<file path="config.mk">
export PLATFORM = sky130hd
export DESIGN_NAME = prioritized_interrupt_arbiter
export DESIGN_NICKNAME = d
export VERILOG_FILES = /design/src/hdl/pia_pkg.sv /design/src/hdl/prioritized_interrupt_arbiter.sv
export SDC_FILE = /design/constraint.sdc
export NUM_CORES = 1
export LEC_CHECK = 0
export BUFFER_PORTS_ARGS = -buffer_cell sky130_fd_sc_hd__buf_2
export CAP_MARGIN = 20
export CELL_PAD_IN_SITES_DETAIL_PLACEMENT = 1
export CELL_PAD_IN_SITES_GLOBAL_PLACEMENT = 2
export CORE_ASPECT_RATIO = 0.6
export CORE_UTILIZATION = 38
export CTS_BUF_LIST = sky130_fd_sc_hd__clkbuf_4
export DETAILED_ROUTE_END_ITERATION = 10
export GPL_ROUTABILITY_DRIVEN = 0
export GPL_TIMING_DRIVEN = 0
export HOLD_SLACK_MARGIN = 0.12
export PLACE_DENSITY_LB_ADDON = 0.3
export SLEW_MARGIN = 15
export SYNTH_ARGS = -nofsm -noshare
export SYNTH_HDL_FRONTEND = slang
export SYNTH_SLANG_ARGS = --single-unit
export TNS_END_PERCENT = 10
</file>
<file path="constraint.sdc">
create_clock -name clock -period 4.99 [get_ports clock]
set_input_delay 0 -clock clock [delete_from_list [all_inputs] [get_ports clock]]
set_output_delay 0 -clock clock [all_outputs]
set_load 0.1 [all_outputs]
</file>
<file path="src/hdl/pia_pkg.sv">
// Shared types, constants and the source level lookup of the interrupt arbiter.
`default_nettype none

package pia_pkg;

   localparam int SOURCE_COUNT_DEF = 18;
   localparam int TRAP_COUNT_DEF   = 16;

   localparam int SOURCE_CODE_W = 5;
   localparam int TRAP_NUMBER_W = 4;
   localparam int MASK_W        = 3;
   localparam int EXC_CODE_W    = 2;
   localparam int INDEX_W       = 5;
   localparam int REG_W         = 8;
   localparam int CSR_ADDR_W    = 5;
   localparam int CSR_DATA_W    = 32;

   localparam logic [REG_W-1:0]      IRQ0_ENABLE    = 8'h20;
   localparam logic [REG_W-1:0]      IRQ1_ENABLE    = 8'h40;
   localparam logic [MASK_W-1:0]     NMI_MASK       = 3'd7;
   localparam logic [EXC_CODE_W-1:0] EXC_CODE_COUNT = 2'd3;
   localparam logic [SOURCE_CODE_W-1:0] SRC_NMI     = 5'd0;

   typedef enum logic [1:0] {
      OP_REQUEST   = 2'd0,
      OP_EXCEPTION = 2'd1,
      OP_TRAP      = 2'd2,
      OP_QUERY     = 2'd3
   } op_type;

   typedef enum logic [2:0] {
      KIND_NONE      = 3'd0,
      KIND_TRAP      = 3'd1,
      KIND_EXCEPTION = 3'd2,
      KIND_NMI       = 3'd3,
      KIND_MASKABLE  = 3'd4
   } kind_type;

   typedef enum logic [2:0] {
      REG_PRIORITY_A   = 3'd0,
      REG_PRIORITY_B   = 3'd1,
      REG_PRIORITY_C   = 3'd2,
      REG_PRIORITY_D   = 3'd3,
      REG_PORT_CONTROL = 3'd4
   } reg_index_type;

   typedef struct packed {
      logic [REG_W-1:0] priority_a;
      logic [REG_W-1:0] priority_b;
      logic [REG_W-1:0] priority_c;
      logic [REG_W-1:0] priority_d;
      logic [REG_W-1:0] port_control;
   } csr_type;

   function automatic logic [MASK_W-1:0] hi_level(input logic [REG_W-1:0] r);
      return r[6:4];
   endfunction

   function automatic logic [MASK_W-1:0] lo_level(input logic [REG_W-1:0] r);
      return r[2:0];
   endfunction

   // Level zero means a maskable source is never served.
   function automatic logic [MASK_W-1:0] source_level(input logic [SOURCE_CODE_W-1:0] src,
                                                      input csr_type csr);
      logic [MASK_W-1:0] lvl;
      lvl = '0;
      case (src) inside
         5'd1:                lvl = ((csr.port_control & IRQ0_ENABLE) != '0) ?
                                    hi_level(csr.priority_a) : '0;
         5'd2:                lvl = ((csr.port_control & IRQ1_ENABLE) != '0) ?
                                    lo_level(csr.priority_a) : '0;
         5'd3, 5'd4, 5'd5:    lvl = hi_level(csr.priority_b);
         5'd6, 5'd7, 5'd8:    lvl = lo_level(csr.priority_b);
         5'd9, 5'd10, 5'd11:  lvl = hi_level(csr.priority_c);
         5'd12, 5'd13, 5'd14: lvl = lo_level(csr.priority_c);
         5'd15:               lvl = lo_level(csr.priority_d);
         5'd16, 5'd17:        lvl = hi_level(csr.priority_d);
         default:             lvl = '0;
      endcase
      return lvl;
   endfunction

endpackage

`default_nettype wire

</file>
<file path="src/hdl/prioritized_interrupt_arbiter.sv">
// Top level of the prioritized interrupt arbiter: pending sets, service selection, CSRs.
//
//   channel  direction  handshake            payload
//   req      in         req_valid/req_ready  operation, source, level, exception, trap, mask
//   rsp      out        rsp_valid/rsp_ready  serviced, kind, index, new mask, mask loaded
//   csr      in/out     psel/penable/pready  paddr, pwdata, prdata
//
// One item per cycle while the result is not stalled: an item waits in the input register,
// then the selection over the pending sets runs and lands in the result register.
// Synchronous reset clears the pending sets, the CSRs and both valid flags.
// A stalled result holds the result register; the input register still drains into it
// as soon as the result is taken, and req_ready follows that.
`default_nettype none

module prioritized_interrupt_arbiter #(
   parameter int SOURCE_COUNT = pia_pkg::SOURCE_COUNT_DEF,
   parameter int TRAP_COUNT   = pia_pkg::TRAP_COUNT_DEF
) (
   input  wire logic                              clock,
   input  wire logic                              reset,
   input  wire logic                              req_valid,
   output      logic                              req_ready,
   input  wire logic [1:0]                        req_operation,
   input  wire logic [pia_pkg::SOURCE_CODE_W-1:0] req_source_code,
   input  wire logic                              req_request_level,
   input  wire logic [pia_pkg::EXC_CODE_W-1:0]    req_exception_code,
   input  wire logic [pia_pkg::TRAP_NUMBER_W-1:0] req_trap_number,
   input  wire logic [pia_pkg::MASK_W-1:0]        req_current_mask,
   output      logic                              rsp_valid,
   input  wire logic                              rsp_ready,
   output      logic                              rsp_serviced,
   output      logic [2:0]                        rsp_service_kind,
   output      logic [pia_pkg::INDEX_W-1:0]       rsp_service_index,
   output      logic [pia_pkg::MASK_W-1:0]        rsp_new_mask,
   output      logic                              rsp_mask_loaded,
   input  wire logic                              psel,
   input  wire logic                              penable,
   input  wire logic                              pwrite,
   input  wire logic [pia_pkg::CSR_ADDR_W-1:0]    paddr,
   input  wire logic [pia_pkg::CSR_DATA_W-1:0]    pwdata,
   output      logic [pia_pkg::CSR_DATA_W-1:0]    prdata,
   output      logic                              pready
);
   import pia_pkg::*;

   // CSRs
   csr_type          csr_ff;
   reg_index_type    csr_index;
   logic             csr_write;

   // input register
   logic                     s1_valid_ff;
   op_type                   s1_op_ff;
   logic [SOURCE_CODE_W-1:0] s1_src_ff;
   logic                     s1_level_ff;
   logic [EXC_CODE_W-1:0]    s1_exc_ff;
   logic [TRAP_NUMBER_W-1:0] s1_trap_ff;
   logic [MASK_W-1:0]        s1_mask_ff;

   // pending state
   logic [SOURCE_COUNT-1:0]  request_pending_ff, request_pending_in;
   logic [TRAP_COUNT-1:0]    trap_pending_ff, trap_pending_in;
   logic                     exception_valid_ff, exception_valid_in;
   logic [EXC_CODE_W-1:0]    exception_kind_ff, exception_kind_in;

   // result register
   logic                     rsp_valid_ff;
   logic                     serviced_ff, serviced_in;
   kind_type                 kind_ff, kind_in;
   logic [INDEX_W-1:0]       index_ff, index_in;
   logic [MASK_W-1:0]        new_mask_ff, new_mask_in;
   logic                     loaded_ff, loaded_in;

   logic                     advance;
   logic                     req_take;

   // selection
   logic [SOURCE_COUNT-1:0]  src_hit;
   logic [TRAP_COUNT-1:0]    trap_hit;
   logic [SOURCE_COUNT-1:0]  eligible;
   logic [MASK_W-1:0]        level [SOURCE_COUNT];
   logic                     trap_any;
   logic [TRAP_NUMBER_W-1:0] trap_first;
   logic                     irq_any;
   logic [INDEX_W-1:0]       irq_first;
   logic [MASK_W-1:0]        irq_level;

   // ---------------- configuration port ----------------
   assign pready    = 1'b1;
   assign csr_index = reg_index_type'(paddr[4:2]);
   assign csr_write = psel && penable && pwrite && pready;

   always_ff @(posedge clock) begin
      if (reset) begin
         csr_ff <= '0;
      end else if (csr_write) begin
         unique case (csr_index)
            REG_PRIORITY_A:   csr_ff.priority_a   <= pwdata[REG_W-1:0];
            REG_PRIORITY_B:   csr_ff.priority_b   <= pwdata[REG_W-1:0];
            REG_PRIORITY_C:   csr_ff.priority_c   <= pwdata[REG_W-1:0];
            REG_PRIORITY_D:   csr_ff.priority_d   <= pwdata[REG_W-1:0];
            REG_PORT_CONTROL: csr_ff.port_control <= pwdata[REG_W-1:0];
            default: ;
         endcase
      end
   end

   always_comb begin
      prdata = '0;
      unique case (csr_index)
         REG_PRIORITY_A:   prdata[REG_W-1:0] = csr_ff.priority_a;
         REG_PRIORITY_B:   prdata[REG_W-1:0] = csr_ff.priority_b;
         REG_PRIORITY_C:   prdata[REG_W-1:0] = csr_ff.priority_c;
         REG_PRIORITY_D:   prdata[REG_W-1:0] = csr_ff.priority_d;
         REG_PORT_CONTROL: prdata[REG_W-1:0] = csr_ff.port_control;
         default:          prdata = '0;
      endcase
   end

   // ---------------- handshake ----------------
   assign advance   = s1_valid_ff && (!rsp_valid_ff || rsp_ready);
   assign req_ready = !s1_valid_ff || advance;
   assign req_take  = req_valid && req_ready;

   always_ff @(posedge clock) begin
      if (reset) begin
         s1_valid_ff <= 1'b0;
      end else if (req_ready) begin
         s1_valid_ff <= req_valid;
      end
   end

   always_ff @(posedge clock) begin
      if (req_take) begin
         s1_op_ff    <= op_type'(req_operation);
         s1_src_ff   <= req_source_code;
         s1_level_ff <= req_request_level;
         s1_exc_ff   <= req_exception_code;
         s1_trap_ff  <= req_trap_number;
         s1_mask_ff  <= req_current_mask;
      end
   end

   // ---------------- selection and state update ----------------
   always_comb begin
      for (int i = 0; i < SOURCE_COUNT; i++) begin
         src_hit[i] = (s1_src_ff == SOURCE_CODE_W'(i));
         level[i]   = source_level(SOURCE_CODE_W'(i), csr_ff);
         eligible[i] = (i != 0) && request_pending_ff[i] && (level[i] > s1_mask_ff);
      end
      for (int i = 0; i < TRAP_COUNT; i++) begin
         trap_hit[i] = (s1_trap_ff == TRAP_NUMBER_W'(i));
      end

      // lowest set bit wins: scan downward so the last hit stands
      trap_any   = |trap_pending_ff;
      trap_first = '0;
      for (int i = TRAP_COUNT - 1; i >= 0; i--) begin
         if (trap_pending_ff[i]) trap_first = TRAP_NUMBER_W'(i);
      end
      irq_any   = |eligible;
      irq_first = '0;
      irq_level = '0;
      for (int i = SOURCE_COUNT - 1; i >= 1; i--) begin
         if (eligible[i]) begin
            irq_first = INDEX_W'(i);
            irq_level = level[i];
         end
      end

      request_pending_in = request_pending_ff;
      trap_pending_in    = trap_pending_ff;
      exception_valid_in = exception_valid_ff;
      exception_kind_in  = exception_kind_ff;
      serviced_in        = 1'b0;
      kind_in            = KIND_NONE;
      index_in           = '0;
      new_mask_in        = '0;
      loaded_in          = 1'b0;

      unique case (s1_op_ff)
         OP_REQUEST: begin
            // codes beyond the source count match no bit and drop out
            if (s1_level_ff) request_pending_in = request_pending_ff | src_hit;
            else             request_pending_in = request_pending_ff & ~src_hit;
         end
         OP_EXCEPTION: begin
            if (s1_exc_ff < EXC_CODE_COUNT) begin
               exception_valid_in = 1'b1;
               exception_kind_in  = s1_exc_ff;
            end
         end
         OP_TRAP: begin
            trap_pending_in = trap_pending_ff | trap_hit;
         end
         OP_QUERY: begin
            if (trap_any) begin
               trap_pending_in = trap_pending_ff & ~(TRAP_COUNT'(1) << trap_first);
               serviced_in     = 1'b1;
               kind_in         = KIND_TRAP;
               index_in        = INDEX_W'(trap_first);
               new_mask_in     = s1_mask_ff;
            end else if (exception_valid_ff) begin
               exception_valid_in = 1'b0;
               serviced_in        = 1'b1;
               kind_in            = KIND_EXCEPTION;
               index_in           = INDEX_W'(exception_kind_ff);
               new_mask_in        = s1_mask_ff;
            end else if (request_pending_ff[0]) begin
               serviced_in = 1'b1;
               kind_in     = KIND_NMI;
               index_in    = INDEX_W'(SRC_NMI);
               new_mask_in = NMI_MASK;
               loaded_in   = 1'b1;
            end else if (irq_any) begin
               serviced_in = 1'b1;
               kind_in     = KIND_MASKABLE;
               index_in    = irq_first;
               new_mask_in = irq_level;
               loaded_in   = 1'b1;
            end
         end
      endcase
   end

   always_ff @(posedge clock) begin
      if (reset) begin
         request_pending_ff <= '0;
         trap_pending_ff    <= '0;
         exception_valid_ff <= 1'b0;
         exception_kind_ff  <= '0;
      end else if (advance) begin
         request_pending_ff <= request_pending_in;
         trap_pending_ff    <= trap_pending_in;
         exception_valid_ff <= exception_valid_in;
         exception_kind_ff  <= exception_kind_in;
      end
   end

   // ---------------- result register ----------------
   always_ff @(posedge clock) begin
      if (reset) begin
         rsp_valid_ff <= 1'b0;
      end else if (advance) begin
         rsp_valid_ff <= 1'b1;
      end else if (rsp_ready) begin
         rsp_valid_ff <= 1'b0;
      end
   end

   always_ff @(posedge clock) begin
      if (advance) begin
         serviced_ff <= serviced_in;
         kind_ff     <= kind_in;
         index_ff    <= index_in;
         new_mask_ff <= new_mask_in;
         loaded_ff   <= loaded_in;
      end
   end

   assign rsp_valid         = rsp_valid_ff;
   assign rsp_serviced      = serviced_ff;
   assign rsp_service_kind  = kind_ff;
   assign rsp_service_index = index_ff;
   assign rsp_new_mask      = new_mask_ff;
   assign rsp_mask_loaded   = loaded_ff;

   // ---------------- assertions ----------------
   a_idle_ready: assert property (@(posedge clock) disable iff (reset)
      (!s1_valid_ff && !rsp_valid_ff) |-> req_ready)
      else $error("input refused with both stages empty");

   a_none_clean: assert property (@(posedge clock) disable iff (reset)
      (rsp_valid_ff && !serviced_ff) |->
      (kind_ff == KIND_NONE && index_ff == '0 && new_mask_ff == '0 && !loaded_ff))
      else $error("unserviced result carries data");

   a_nmi_mask: assert property (@(posedge clock) disable iff (reset)
      (rsp_valid_ff && kind_ff == KIND_NMI) |-> (loaded_ff && new_mask_ff == NMI_MASK))
      else $error("NMI result without full mask");

   a_exc_cleared: assert property (@(posedge clock) disable iff (reset)
      (advance && kind_in == KIND_EXCEPTION) |=> !exception_valid_ff)
      else $error("served exception still pending");

   a_trap_first: assert property (@(posedge clock) disable iff (reset)
      (advance && kind_in == KIND_TRAP) |=> !trap_pending_ff[$past(trap_first)])
      else $error("served trap still pending");

endmodule

`default_nettype wire
</file>
* After elaboration in Yosys (flattened, before gate mapping)
Index checks and enable logic that the tools add are counted.
** Operators by class
- $lt $le $gt $ge :: 9
- Reductions and logical operators :: 47
- Bitwise logic cells :: 8
- Shifts and indexed selects :: 1
- Multipliers :: 0
- Divide/modulo/power cells :: 0
- Add/subtract/negate cells :: 0
- Eq/ne operators :: 42
- Mux-type cells :: 77
** Operator list (count)
- $mux W4 :: 35
- $mux W3 :: 24
- $eq A5 B4 Y1 const B :: 8
- $pmux W8 S5 :: 1
- $reduce_or A35 Y1 :: 1
- $reduce_or A17 Y1 :: 2
- $eq A4 B4 Y1 const B :: 8
- $pmux W16 S2 :: 1
- $gt A3 B3 Y1 :: 8
- $logic_and A1 B1 Y1 :: 21
- $eq A5 B3 Y1 const B :: 4
- $reduce_or A19 Y1 :: 1
- $and A18 B18 Y18 :: 1
- $mux W18 :: 1
- $not A18 Y18 :: 1
- $or A18 B18 Y18 :: 1
- $reduce_or A18 Y1 :: 1
- $and A16 B16 Y16 :: 1
- $eq A4 B3 Y1 const B :: 4
- $mux W16 :: 1
- $not A16 Y16 :: 1
- $or A16 B16 Y16 :: 1
- $reduce_or A16 Y1 :: 1
- $shl A1 B4 Y16 const A :: 1
- 27 further kinds :: 55
** Word-level totals
- Output and inout bits :: 48
- Memories kept :: 0
- Bits in registers :: 109
- RAM bits :: 0
- Word-level logic and storage cells :: 209
- Input bits :: 61
- Memory bits (read-only) :: 0
- Bits in latches :: 0

* Depth between registers and ports, before layout
Gate-level depths: netlist of the first run.
- Depth in word-level cells :: 23
- Depth in mapped cells :: 10
- Mapped depth without buffers :: 9

* Least setup slack after synthesis of the first run
No wires, ideal clock.
- Kind :: input-to-output
- From :: input paddr[2] (netlist name)
- To :: output prdata[2] (netlist name)
- Stages :: 5
- Arrival :: 2.921 ns
- Path buffers :: 2
- Slack :: 2.069 ns
- Required time :: 4.990 ns
- Cells stage by stage :: clkbuf_1 -> clkbuf_1 -> mux4_2 -> inv_1 -> o21ai_0
** On the way
- Word-level cells in the longest chain between the ends :: 2
- Elaborated cells on any way between the ends :: 6
- Those cells by class :: eq/ne: 4; mux: 1; reduce/logical: 1
** RTL lines
- from (decl) :: line prioritized_interrupt_arbiter.sv:39 : input wire logic [pia_pkg::CSR_ADDR_W-1:0] paddr,
- $eq A3 B3 Y1 (tied with other cells) :: line prioritized_interrupt_arbiter.sv:110 : unique case (csr_index)
- $pmux W8 S5 (*) :: line prioritized_interrupt_arbiter.sv:110
- to (decl) :: line prioritized_interrupt_arbiter.sv:41 : output logic [pia_pkg::CSR_DATA_W-1:0] prdata,
Every way passes the cells marked *; elsewhere a longest branch is shown, timed or not.

* Final worst setup path of the first run
- From :: register s1_mask_ff[2]
- To :: register new_mask_ff[2], in the netlist rsp_new_mask[2] (data pin)
** On the way
- Word-level cells in the longest chain between the ends :: 23
- Elaborated cells on any way between the ends :: 47
- Those cells by class :: order compare: 8; mux: 21; reduce/logical: 18
** RTL lines
- from (decl) :: line prioritized_interrupt_arbiter.sv:58 : logic [MASK_W-1:0] s1_mask_ff;
- from (signal assigned) :: line prioritized_interrupt_arbiter.sv:140 : s1_mask_ff <= req_current_mask;
- $gt A3 B3 Y1 :: line prioritized_interrupt_arbiter.sv:149 : eligible[i] = (i != 0) && request_pending_ff[i] && (level[i] > s1_mask_ff);
- $logic_and A1 B1 Y1 :: line prioritized_interrupt_arbiter.sv:149
- $mux W3 (17 in a row) :: line prioritized_interrupt_arbiter.sv:165 : if (eligible[i]) begin
- $mux W3 :: line prioritized_interrupt_arbiter.sv:215 : end else if (irq_any) begin
- $mux W3 :: line prioritized_interrupt_arbiter.sv:209 : end else if (request_pending_ff[0]) begin
- $mux W3 :: line prioritized_interrupt_arbiter.sv:203 : end else if (exception_valid_ff) begin
- $mux W3 (*) :: line prioritized_interrupt_arbiter.sv:197 : if (trap_any) begin
- to (signal assigned) :: line prioritized_interrupt_arbiter.sv:256 : new_mask_ff <= new_mask_in;
- to (decl) :: line prioritized_interrupt_arbiter.sv:71 : logic [MASK_W-1:0] new_mask_ff, new_mask_in;
Marks and branches as above.
A chain may end at the register's enable or synchronous reset.

==> run_results.csv, run 1 <==
group,metric,value,unit
power_and_ir_drop,irDropWorstVdd,0.117,mV
clocking,cts_inserted_buffers,9,
layout,fillers,1863,
timing,fin_crit,3.30,ns
layout,fin_area,7120,sq um
layout,finalNetCount,870,
grt,grt.overflow.total,0,
worst_setup_path,cp_num_buf_inv,1,
timing,setup_violations,0,
clocking,root_buffer,"clkbuf_4",
worst_setup_path,crit_path_start_kind,"flip-flop",
timing,finalHoldViolations,0,
worst_setup_path,crit_family,"compound AO/OA/AOI/OAI gates",
job,max-cap-violations,0,
layout,area_growth,18.5,%
drt,vias_per_cell,5.54,
worst_setup_path,crit_slowest_cell,"nor4_1",
worst_hold_path,hold_path.class,"in -> reg",
drt,num_vias,5503,
timing,fin_crit_sh,66.2,%
drt,drc_errors,0,
drt,wl_per_cell,19.3,um
power_and_ir_drop,p_leak,2.79,nW
logic_synthesis,synthCells,666,
die,rows,35,
timing,tns,0,ns
clocking,clk_latency,0.50,ns
logic_synthesis,yosysTopAreaCell,"dfxtp_1",
drt,routedLengthMet1,10100,um
timing,worst_pin_slew,0.906,ns
logic_synthesis,synthTopCellsByArea,"dfxtp_1 (26%), edfxtp_1 (15%), mux2i_1 (8.2%)",
drt,drtPass1Iterations,4,
placement,hpwl,14800,um
placement,place_area,6630,sq um
logic_synthesis,yosysMostFrequentCell,"nor2_1",
worst_setup_path,cp-startpoint,"s1_mask_ff[2]",
logic_synthesis,syn_area,6010,sq um
logic_synthesis,synth_edf_count,30,
clocking,cts_setup_buffers,0,
placement,io_buffers,55,
worst_setup_path,critPathCapture,"rsp_new_mask[2]",
worst_setup_path,cp.required,5.23,ns
clocking,numClockSinks,109,
worst_setup_path,r2r_start,"s1_mask_ff[2]",
logic_synthesis,async_flop_share,0,%
logic_synthesis,synthTopCellsByCount,"nor2_1 (102), dfxtp_1 (79), mux2i_1 (49), a21oi_1 (43), nand2_1 (41)",
layout,utilization,46.2,%
grt,grt_max_degree,19,
timing,finClkSkew,0.0405,ns
die,io_pins,109,
logic_synthesis,synthFlopType,"dfxtp_1",
worst_setup_path,worstSetupPathType,"reg -> reg",
logic_synthesis,synth_cell_types,62,
logic_synthesis,ys_ff_latch,109,
drt,routed_wl,19200,um
layout,drive_above_1_share,15.7,%
drt,drt_iter0_drc,392,
worst_setup_path,timing.rr.end,"rsp_new_mask[2]",
status,status,"finished, final reports clean",
worst_setup_path,r2r_slack,1.69,ns
drt,met2_length,7970,um
clocking,cts_tree,"built",
worst_setup_path,crit_fanout,8,
grt,grt_usage,24.5,%
layout,diodes,0,
worst_setup_path,crit_arrival,3.54,ns
grt,antenna_found_initial,0,
worst_setup_path,critPathCaptureType,"flip-flop",
worst_setup_path,crit_chain,"inv_1 > ha_1 > and3_1 > a21oi_1 > o31ai_1 > o22ai_1 > nor4_2 > nor4_1 > nor3_2",
die,dieArea,16300,sq um
worst_setup_path,slowest_delay,0.60,ns
grt,grt_pass1_vias,5466,
logic_synthesis,ys_seq_area_share,41.3,%
clocking,clock_path_buffers,2,
timing,rsz0062_at_grt,"false",
clocking,htreeDepth,3,
drt,highest_layer,"met4",
clocking,cts.repair.resized,0,
timing,relSlewSlack,39.0,%
power_and_ir_drop,p_total,1.81,mW
grt,grt_pass1_wl,30200,um
die,placeableCoreArea,15400,sq um
drt,postRouteAntennaNets,0,
logic_synthesis,synth_warnings,0,
die,die_h,99.4,um
clocking,clk_pin_slew,0.17,ns
power_and_ir_drop,power_density,255,nW/um^2
worst_setup_path,rr_worst_depth,9,
die,die_w,164,um
logic_synthesis,yosys.area.top_type_share,26.3,%
timing,fmax,303,MHz
drt,met3_length,891,um
die,start_util,39.0,%
timing,maxSlewViolCount,0,
logic_synthesis,syn_avg_cell_area,9.02,sq um
worst_setup_path,cp.depth,9,
-- cell type report --
class                   count  area [sq um]  area share [%]
inverters                  23          86.3            1.21
repair buffers             85           576            8.08
plain buffers              50           292            4.09
flip-flops and latches    109          2480            34.9
clock buffers               9          67.6           0.949
clock inverters             7           120            1.69
multi-input cells         507          3240            45.5
well taps                 203           254            3.57
-- placed cells by master, fill, tap and decap left out, types with 3 or more instances in the layout --
cell,n
a211oi_1,19
a21o_1,4
a21oi_1,43
a22oi_1,15
a31o_2,3
a31oi_1,5
and2_1,6
and3_1,4
buf_2,57
buf_4,25
bufinv_16,3
clkbuf_1,21
clkbuf_4,9
conb_1,25
dfxtp_1,79
dlygate4sd3_1,30
edfxtp_1,30
ha_1,24
inv_1,23
mux2_2,5
mux2i_1,49
nand2_1,41
nand2b_1,4
nand3_1,20
nand3b_1,7
nor2_1,102
nor2b_1,12
nor3_1,20
nor3_2,3
nor3b_1,3
nor4_1,8
nor4_4,4
nor4b_1,3
o21a_1,3
o21ai_0,23
o22ai_1,13
o31a_1,4
o31ai_1,5
-- worst min path at each step --
stage | cells past startpoint | slack (ns) | start | end
floorplan | 0 | 0.1 | req_exception_code[0] | s1_exc_ff[0]
global placement | 1 | 0.18 | req_exception_code[0] | s1_exc_ff[0]
detailed placement | 1 | 0.18 | req_current_mask[0] | s1_mask_ff[0]
CTS | 5 | 0.16 | penable | csr_ff[36]
global route | 2 | 0.18 | req_current_mask[0] | s1_mask_ff[0]
finish | 5 | 0.20 | penable | csr_ff[39]
-- per-layer routing --
layer  vias to the layer above  global-route usage, %
met5                         -                      0
met4                         0                   5.84
met3                        19                   3.13
met2                       136                   35.8
met1                      2724                   37.6
li1                       2624                      -
-- metrics by stage --
step | hold WS, ns | instances | setup WS (ns)
floorplan | 0.0989 | 689 | 2.07
global placement | 0.176 | 947 | 1.89
detailed placement | 0.179 | 947 | 1.79
CTS | 0.156 | 993 | 1.79
global route | 0.183 | 993 | 1.54
finish | 0.196 | 993 | 1.69
-- power breakdown --
group	total, mW	switching (mW)	internal [mW]
combinational	0.299	0.224	0.0748
sequential	0.942	0.0150	0.927
clock	0.573	0.317	0.256
-- timing repair --
item	4_1_cts	5_1_grt
hold buffers	30	0
endpoints found under the setup margin	0	0
hold endpoints to repair	59	0
-- worst register-to-register path: stages (launching register included) --
cell	delay, ns
edfxtp_1	0.43
inv_1	0.35
ha_1	0.34
and3_1	0.17
a21oi_1	0.41
o31ai_1	0.32
o22ai_1	0.27
nor4_2	0.07
nor4_1	0.60
nor3_2	0.10
-- kinds of logic after synthesis --
| logic type | synth area share (%) |
|---|---|
| other cells | 0.125 |
| buf+inv | 6.29 |
| simple gates | 20.8 |
| compound gates | 17.0 |
| flops | 41.3 |
| mux | 9.48 |
| fa+ha+maj | 5.00 |
No activity file was read; power rests on OpenSTA's default activity.
==> run 2, diff against run 1 <==
--- a/config.mk
+++ b/config.mk
@@ -10,7 +10,7 @@
 export CELL_PAD_IN_SITES_DETAIL_PLACEMENT = 1
 export CELL_PAD_IN_SITES_GLOBAL_PLACEMENT = 2
 export CORE_ASPECT_RATIO = 0.6
-export CORE_UTILIZATION = 38
+export CORE_UTILIZATION = 35
 export CTS_BUF_LIST = sky130_fd_sc_hd__clkbuf_4
 export DETAILED_ROUTE_END_ITERATION = 10
 export GPL_ROUTABILITY_DRIVEN = 0
==> constraint.sdc (replaced) <==
create_clock -name clock -period 3.4 [get_ports clock]
set_input_delay 0 -clock clock [delete_from_list [all_inputs] [get_ports clock]]
set_output_delay 0 -clock clock [all_outputs]
set_load 0.1 [all_outputs]
==> run_results.csv, run 2 (synthesis results as in run 1) <==
group,metric,value,unit
worst_setup_path,crit_chain,"inv_1 > ha_1 > nor2b_1 > o21a_1 > o221ai_1 > o311a_1 > nor4_1 > nor4_1 > nor3_1",
die,placeableCoreArea,16500,sq um
clocking,cts_inserted_buffers,9,
grt,top_usage_layer,"met1",
worst_setup_path,critPathCaptureType,"flip-flop",
die,dieArea,17700,sq um
worst_setup_path,r2r_start,"s1_mask_ff[1]",
placement,hpwl,15000,um
worst_setup_path,cp-startpoint,"s1_mask_ff[1]",
worst_setup_path,crit_arrival,3.54,ns
placement,io_buffers,55,
grt,grt_usage,22.8,%
timing,fin_crit_sh,97.0,%
worst_setup_path,rr_worst_depth,9,
drt,wl_per_cell,19.2,um
grt,grt_use_met2,33.0,%
status,status,"finished, final reports clean",
layout,layout.cells.non_filler,1021,
worst_setup_path,crit_fanout,8,
worst_setup_path,crit_slowest_cell,"o221ai_1",
drt,num_vias,5509,
drt,drc_errors,0,
drt,drt_iter0_drc,334,
clocking,clk_latency,0.51,ns
grt,grt_pass1_wl,30000,um
layout,layout_common_cells,"nor2_1 (102), dfxtp_1 (79), buf_2 (57)",
drt,routed_wl,19600,um
timing,fin_crit,3.30,ns
die,start_util,36.4,%
grt,grt_max_degree,18,
layout,drive_above_1_share,15.5,%
drt,vias_per_cell,5.40,
clocking,htreeDepth,3,
clocking,clock_path_buffers,2,
layout,fillers,1966,
grt,grtUsageMet3,4.72,%
worst_setup_path,worstSetupPathType,"reg -> reg",
worst_setup_path,path_common_cell,"nor4_1",
layout,finalNetCount,872,
die,rows,36,
power_and_ir_drop,power_density,369,nW/um^2
worst_setup_path,timing.rr.end,"rsp_new_mask[1]",
worst_setup_path,critPathCapture,"rsp_new_mask[1]",
grt,grt.overflow.total,0,
timing,finClkSkew,0.0230,ns
grt,antenna_found_initial,0,
die,die_h,103,um
clocking,root_buffer,"clkbuf_4",
timing,maxSlewViolCount,0,
job,max-cap-violations,0,
clocking,cts_tree,"built",
power_and_ir_drop,p_leak,2.79,nW
worst_setup_path,crit_path_start_kind,"flip-flop",
grt,grt_use_met1,34.1,%
drt,drtPass1Iterations,4,
worst_setup_path,r2r_slack,0.10,ns
worst_setup_path,slowest_delay,0.60,ns
drt,postRouteAntennaNets,0,
timing,finalHoldViolations,0,
timing,worst_pin_slew,0.951,ns
layout,area_growth,19.4,%
timing,fmax,303,MHz
clocking,numClockSinks,109,
worst_hold_path,hold_path.class,"in -> reg",
timing,relSlewSlack,36.0,%
timing,setup_violations,0,
placement,dpl.cell_count,972,
grt,grt_pass1_vias,5477,
power_and_ir_drop,p_total,2.64,mW
die,io_pins,109,
layout,final_common_cell,"nor2_1",
die,die_w,171,um
worst_setup_path,cp.required,3.65,ns
power_and_ir_drop,irDropWorstVdd,0.176,mV
clocking,cts_setup_buffers,0,
clocking,clk_pin_slew,0.17,ns
[run 2: final cells by class]
| class | instances | area (sq um) | area share, % |
|---|---|---|---|
| diodes | 1 | 2.50 | 0.0349 |
| plain buffers | 50 | 292 | 4.06 |
| clock buffers | 9 | 67.6 | 0.942 |
| clock inverters | 7 | 114 | 1.59 |
| inverters | 23 | 86.3 | 1.20 |
| multi-input cells | 507 | 3250 | 45.3 |
| flip-flops and latches | 109 | 2480 | 34.6 |
| well taps | 228 | 285 | 3.98 |
| repair buffers | 87 | 596 | 8.30 |
[run 2: worst min-delay path by stage]
stage,start,endpoint,depth (start not counted)
after floorplan,req_exception_code[0],s1_exc_ff[0],0
after global placement,req_exception_code[0],s1_exc_ff[0],1
after detailed placement,req_current_mask[0],s1_mask_ff[0],1
after CTS,penable,csr_ff[33],5
after global routing,req_current_mask[0],s1_mask_ff[0],2
final,penable,csr_ff[35],5
[run 2: where the power goes]
part / internal [mW] / switching (mW) / total [mW]
sequential: 1.36 / 0.0218 / 1.38
clock: 0.368 / 0.452 / 0.820
combinational: 0.111 / 0.331 / 0.442
[run 2: per-stage QoR]
stage	worst slack [ns]	util [%]	cell area, sq um	hold slack (ns)	setup TNS [ns]
after floorplan	0.479	-	6090	0.0989	0
after global routing	-0.0170	43.5	7170	0.166	-0.0170
after CTS	0.165	43.5	7170	0.122	0
final	0.103	43.5	7170	0.142	0
after detailed placement	0.180	40.4	6660	0.179	0
after global placement	0.248	40.4	6660	0.176	0
[run 2: critical path, delay by kind of cell (launching register included)]
| family | cells | cell delay, ns |
|---|---|---|
| fa+ha+maj | 1 | 0.32 |
| buf+inv | 1 | 0.33 |
| simple gates | 4 | 0.91 |
| flops | 1 | 0.43 |
| compound gates | 3 | 1.02 |
[run 2: what timing repair did]
action	CTS	global route
hold buffers	32	0
setup endpoints to repair	0	1
resized for setup	0	1
endpoints found under the hold margin	59	0
[run 2: per-layer routing]
metal	up-vias	share of wire (%)
met3	16	6.1
li1	2627	-
met5	-	0
met1	2716	52
met2	150	40
met4	0	1.4
==> run 3, diff against run 2 <==
--- a/config.mk
+++ b/config.mk
@@ -5,12 +5,13 @@
 export SDC_FILE = /design/constraint.sdc
 export NUM_CORES = 1
 export LEC_CHECK = 0
+export ABC_AREA = 1
 export BUFFER_PORTS_ARGS = -buffer_cell sky130_fd_sc_hd__buf_2
 export CAP_MARGIN = 20
 export CELL_PAD_IN_SITES_DETAIL_PLACEMENT = 1
 export CELL_PAD_IN_SITES_GLOBAL_PLACEMENT = 2
 export CORE_ASPECT_RATIO = 0.6
-export CORE_UTILIZATION = 35
+export CORE_UTILIZATION = 33
 export CTS_BUF_LIST = sky130_fd_sc_hd__clkbuf_4
 export DETAILED_ROUTE_END_ITERATION = 10
 export GPL_ROUTABILITY_DRIVEN = 0
==> constraint.sdc (replaced) <==
create_clock -name clock -period 3.4 [get_ports clock]
set_input_delay 0.34 -clock clock [delete_from_list [all_inputs] [get_ports clock]]
set_output_delay 0.34 -clock clock [all_outputs]
set_load 0.1 [all_outputs]
==> run_results.csv, run 3 <==
group,metric,value,unit
logic_synthesis,synth_warnings,0,
power_and_ir_drop,clock_power_share,27.8,%
layout,diodes,0,
logic_synthesis,yosys.area.top_type_share,26.1,%
logic_synthesis,async_flop_share,0,%
worst_setup_path,cp.required,3.67,ns
clocking,cts_tree,"built",
layout,finalNetCount,998,
timing,maxSlewViolCount,0,
die,die_h,107,um
logic_synthesis,synthFlopType,"dfxtp_1",
grt,grt_pass1_wl,30400,um
timing,rsz0062_at_grt,"false",
worst_setup_path,worstSetupPathType,"reg -> reg",
clocking,clk_latency,0.49,ns
clocking,htreeDepth,3,
worst_hold_path,hold_path.class,"in -> reg",
logic_synthesis,ys_seq_area_share,40.9,%
die,io_pins,109,
clocking,cts.repair.resized,0,
timing,fin_crit,3.01,ns
layout,final_common_cell,"nand2_1",
timing,fin_crit_sh,88.7,%
worst_setup_path,crit_family,"compound AO/OA/AOI/OAI gates",
timing,fin_ws,0.385,ns
logic_synthesis,synth_cell_types,42,
placement,place_area,6730,sq um
logic_synthesis,syn_area,6070,sq um
power_and_ir_drop,p_leak,3.23,nW
placement,dpl.cell_count,1117,
worst_setup_path,slowest_delay,0.40,ns
drt,wl_per_cell,16.9,um
job,max-cap-violations,0,
grt,grt_pass1_vias,5438,
drt,routed_wl,19500,um
power_and_ir_drop,intPower,1.64,mW
grt,grt_max_degree,23,
power_and_ir_drop,power_density,357,nW/um^2
power_and_ir_drop,irDropWorstVdd,0.158,mV
logic_synthesis,synthTopCellsByArea,"dfxtp_1 (26%), edfxtp_1 (15%), nand2_1 (8.0%)",
logic_synthesis,synth_edf_count,30,
clocking,clk_pin_slew,0.20,ns
power_and_ir_drop,seqPwrFrac,54.9,%
logic_synthesis,synthCells,804,
power_and_ir_drop,power.share.switching,35.0,%
placement,placement.setup.worst_slack,0.438,ns
die,dieArea,18900,sq um
worst_setup_path,critPathCaptureType,"flip-flop",
timing,relSlewSlack,45.3,%
drt,drc_errors,0,
worst_setup_path,crit_slowest_cell,"edfxtp_1",
logic_synthesis,yosysMostFrequentCell,"nand2_1",
placement,hpwl,15700,um
status,status,"finished, final reports clean",
logic_synthesis,syn_avg_cell_area,7.55,sq um
grt,grt.overflow.total,0,
power_and_ir_drop,p_comb_share,17.4,%
worst_setup_path,cp_num_buf_inv,2,
logic_synthesis,ys_ff_latch,109,
logic_synthesis,synthTopCellsByCount,"nand2_1 (130), inv_1 (112), nor2_1 (96), dfxtp_1 (79), o21ai_0 (71)",
layout,drive_above_1_share,16.0,%
timing,finalHoldViolations,0,
layout,layout_common_cells,"nand2_1 (130), inv_1 (112), nor2_1 (96)",
drt,num_vias,5691,
worst_setup_path,crit_path_start_kind,"flip-flop",
worst_setup_path,crit_fanout,9,
die,placeableCoreArea,17500,sq um
clocking,cts_setup_buffers,0,
drt,vias_per_cell,4.94,
layout,area_growth,16.6,%
timing,setup_violations,0,
power_and_ir_drop,p_sw,884,uW
timing,finClkSkew,0.0255,ns
die,rows,37,
clocking,root_buffer,"clkbuf_4",
layout,layout.cells.non_filler,1152,
grt,grt_usage,21.0,%
placement,io_buffers,56,
drt,postRouteAntennaNets,0,
grt,antenna_found_initial,0,
clocking,clock_path_buffers,2,
die,die_w,177,um
drt,drt_iter0_drc,325,
worst_setup_path,crit_chain,"inv_1 > ha_1 > a21oi_1 > o21ai_1 > o21ai_0 > inv_1 > o21ai_1 > nand2_1 > o21bai_1 > o21ai_1 > o21ai_1 > nand2_1 > nand2_1 > nand2_1 > a21oi_2",
timing,tns,0,ns
worst_setup_path,crit_arrival,3.28,ns
worst_setup_path,r2r_slack,0.39,ns
layout,fin_area,7070,sq um
clocking,cts_inserted_buffers,9,
clocking,numClockSinks,109,
timing,fmax,332,MHz
drt,drtPass1Iterations,5,
die,start_util,34.6,%
logic_synthesis,yosysTopAreaCell,"dfxtp_1",
timing,worst_pin_slew,0.820,ns
## run 3: cell types whose count changed after synthesis, moves of 15 or more
| cell | before | now |
|---|---|---|
| inv_1 | 23 | 112 |
| nand2_1 | 41 | 130 |
| mux2i_1 | 49 | 0 |
| o21ai_0 | 23 | 71 |
| a21oi_1 | 43 | 63 |
| o21ai_1 | 1 | 18 |
| a211oi_1 | 19 | 4 |
| a22oi_1 | 15 | 0 |
| a311oi_1 | 0 | 15 |
| inv_2 | 0 | 15 |
## run 3: final cells by class
cell class / count / area [sq um]
Fill cell: 2229 / 10500
Multi-Input combinational cell: 552 / 2950
Sequential cell: 109 / 2480
Inverter: 130 / 488
Timing Repair Buffer: 75 / 470
Tap cell: 234 / 293
Buffer: 36 / 229
Clock inverter: 7 / 88.8
Clock buffer: 9 / 67.6
## run 3: final timing paths
check | startpoint | cells past startpoint | to
setup / recovery | s1_mask_ff[2] | 15 | rsp_new_mask[0]
hold / removal | pwdata[7] | 3 | csr_ff[39]
setup reg to reg | s1_mask_ff[2] | 15 | rsp_new_mask[0]
hold reg to reg | exception_kind_ff[0] | 2 | exception_kind_ff[0]
## run 3: through the flow
step | hold WS, ns | util [%] | power, mW
after global routing | 0.166 | 40.3 | 2.63
final | 0.178 | 40.3 | 2.53
after detailed placement | 0.484 | 38.3 | 1.83
after global placement | 0.465 | 38.3 | 1.83
after CTS | 0.147 | 40.3 | 2.55
after floorplan | 0.430 | - | 1.73
## run 3: cell families (layout without fill, tap and decap cells)
family,Yosys count,count (layout),synth area share [%]
and+or+nand+nor,305,305,23.0
AOI/OAI and AO/OA,198,198,19.2
buffers and inverters,166,257,11.8
DFF,109,109,40.9
adders and majority gates,24,24,4.95
other,2,25,0.124
## run 3: what timing repair did
action,in CTS,in global routing
hold endpoints to repair,19,0
setup endpoints to repair,0,0
hold buffers,19,0
## run 3: layer usage
| layer | share of wire, % | vias up | track usage, % |
|---|---|---|---|
| li1 | - | 2858 | - |
| met1 | 58 | 2697 | 35.5 |
| met2 | 36 | 132 | 26.8 |
| met3 | 5.6 | 4 | 3.58 |
| met4 | 0.28 | 0 | 2.59 |
| met5 | 0 | - | 0 |
## run 3: worst register-to-register path, cell delays in order (launching register included)
cell	delay, ns
edfxtp_1	0.40
inv_1	0.36
ha_1	0.35
a21oi_1	0.16
o21ai_1	0.08
o21ai_0	0.17
inv_1	0.13
o21ai_1	0.18
nand2_1	0.21
o21bai_1	0.21
o21ai_1	0.18
o21ai_1	0.10
nand2_1	0.07
nand2_1	0.08
nand2_1	0.08
a21oi_2	0.05
## run 3: power groups by stage
stage	logic [mW]	clock network (mW)	registers (mW)
6_report	0.439	0.702	1.39
3_3_place_gp	0.414	0	1.41
2_1_floorplan	0.279	0	1.45
5_1_grt	0.468	0.769	1.39
3_5_place_dp	0.417	0	1.41
4_1_cts	0.434	0.726	1.39
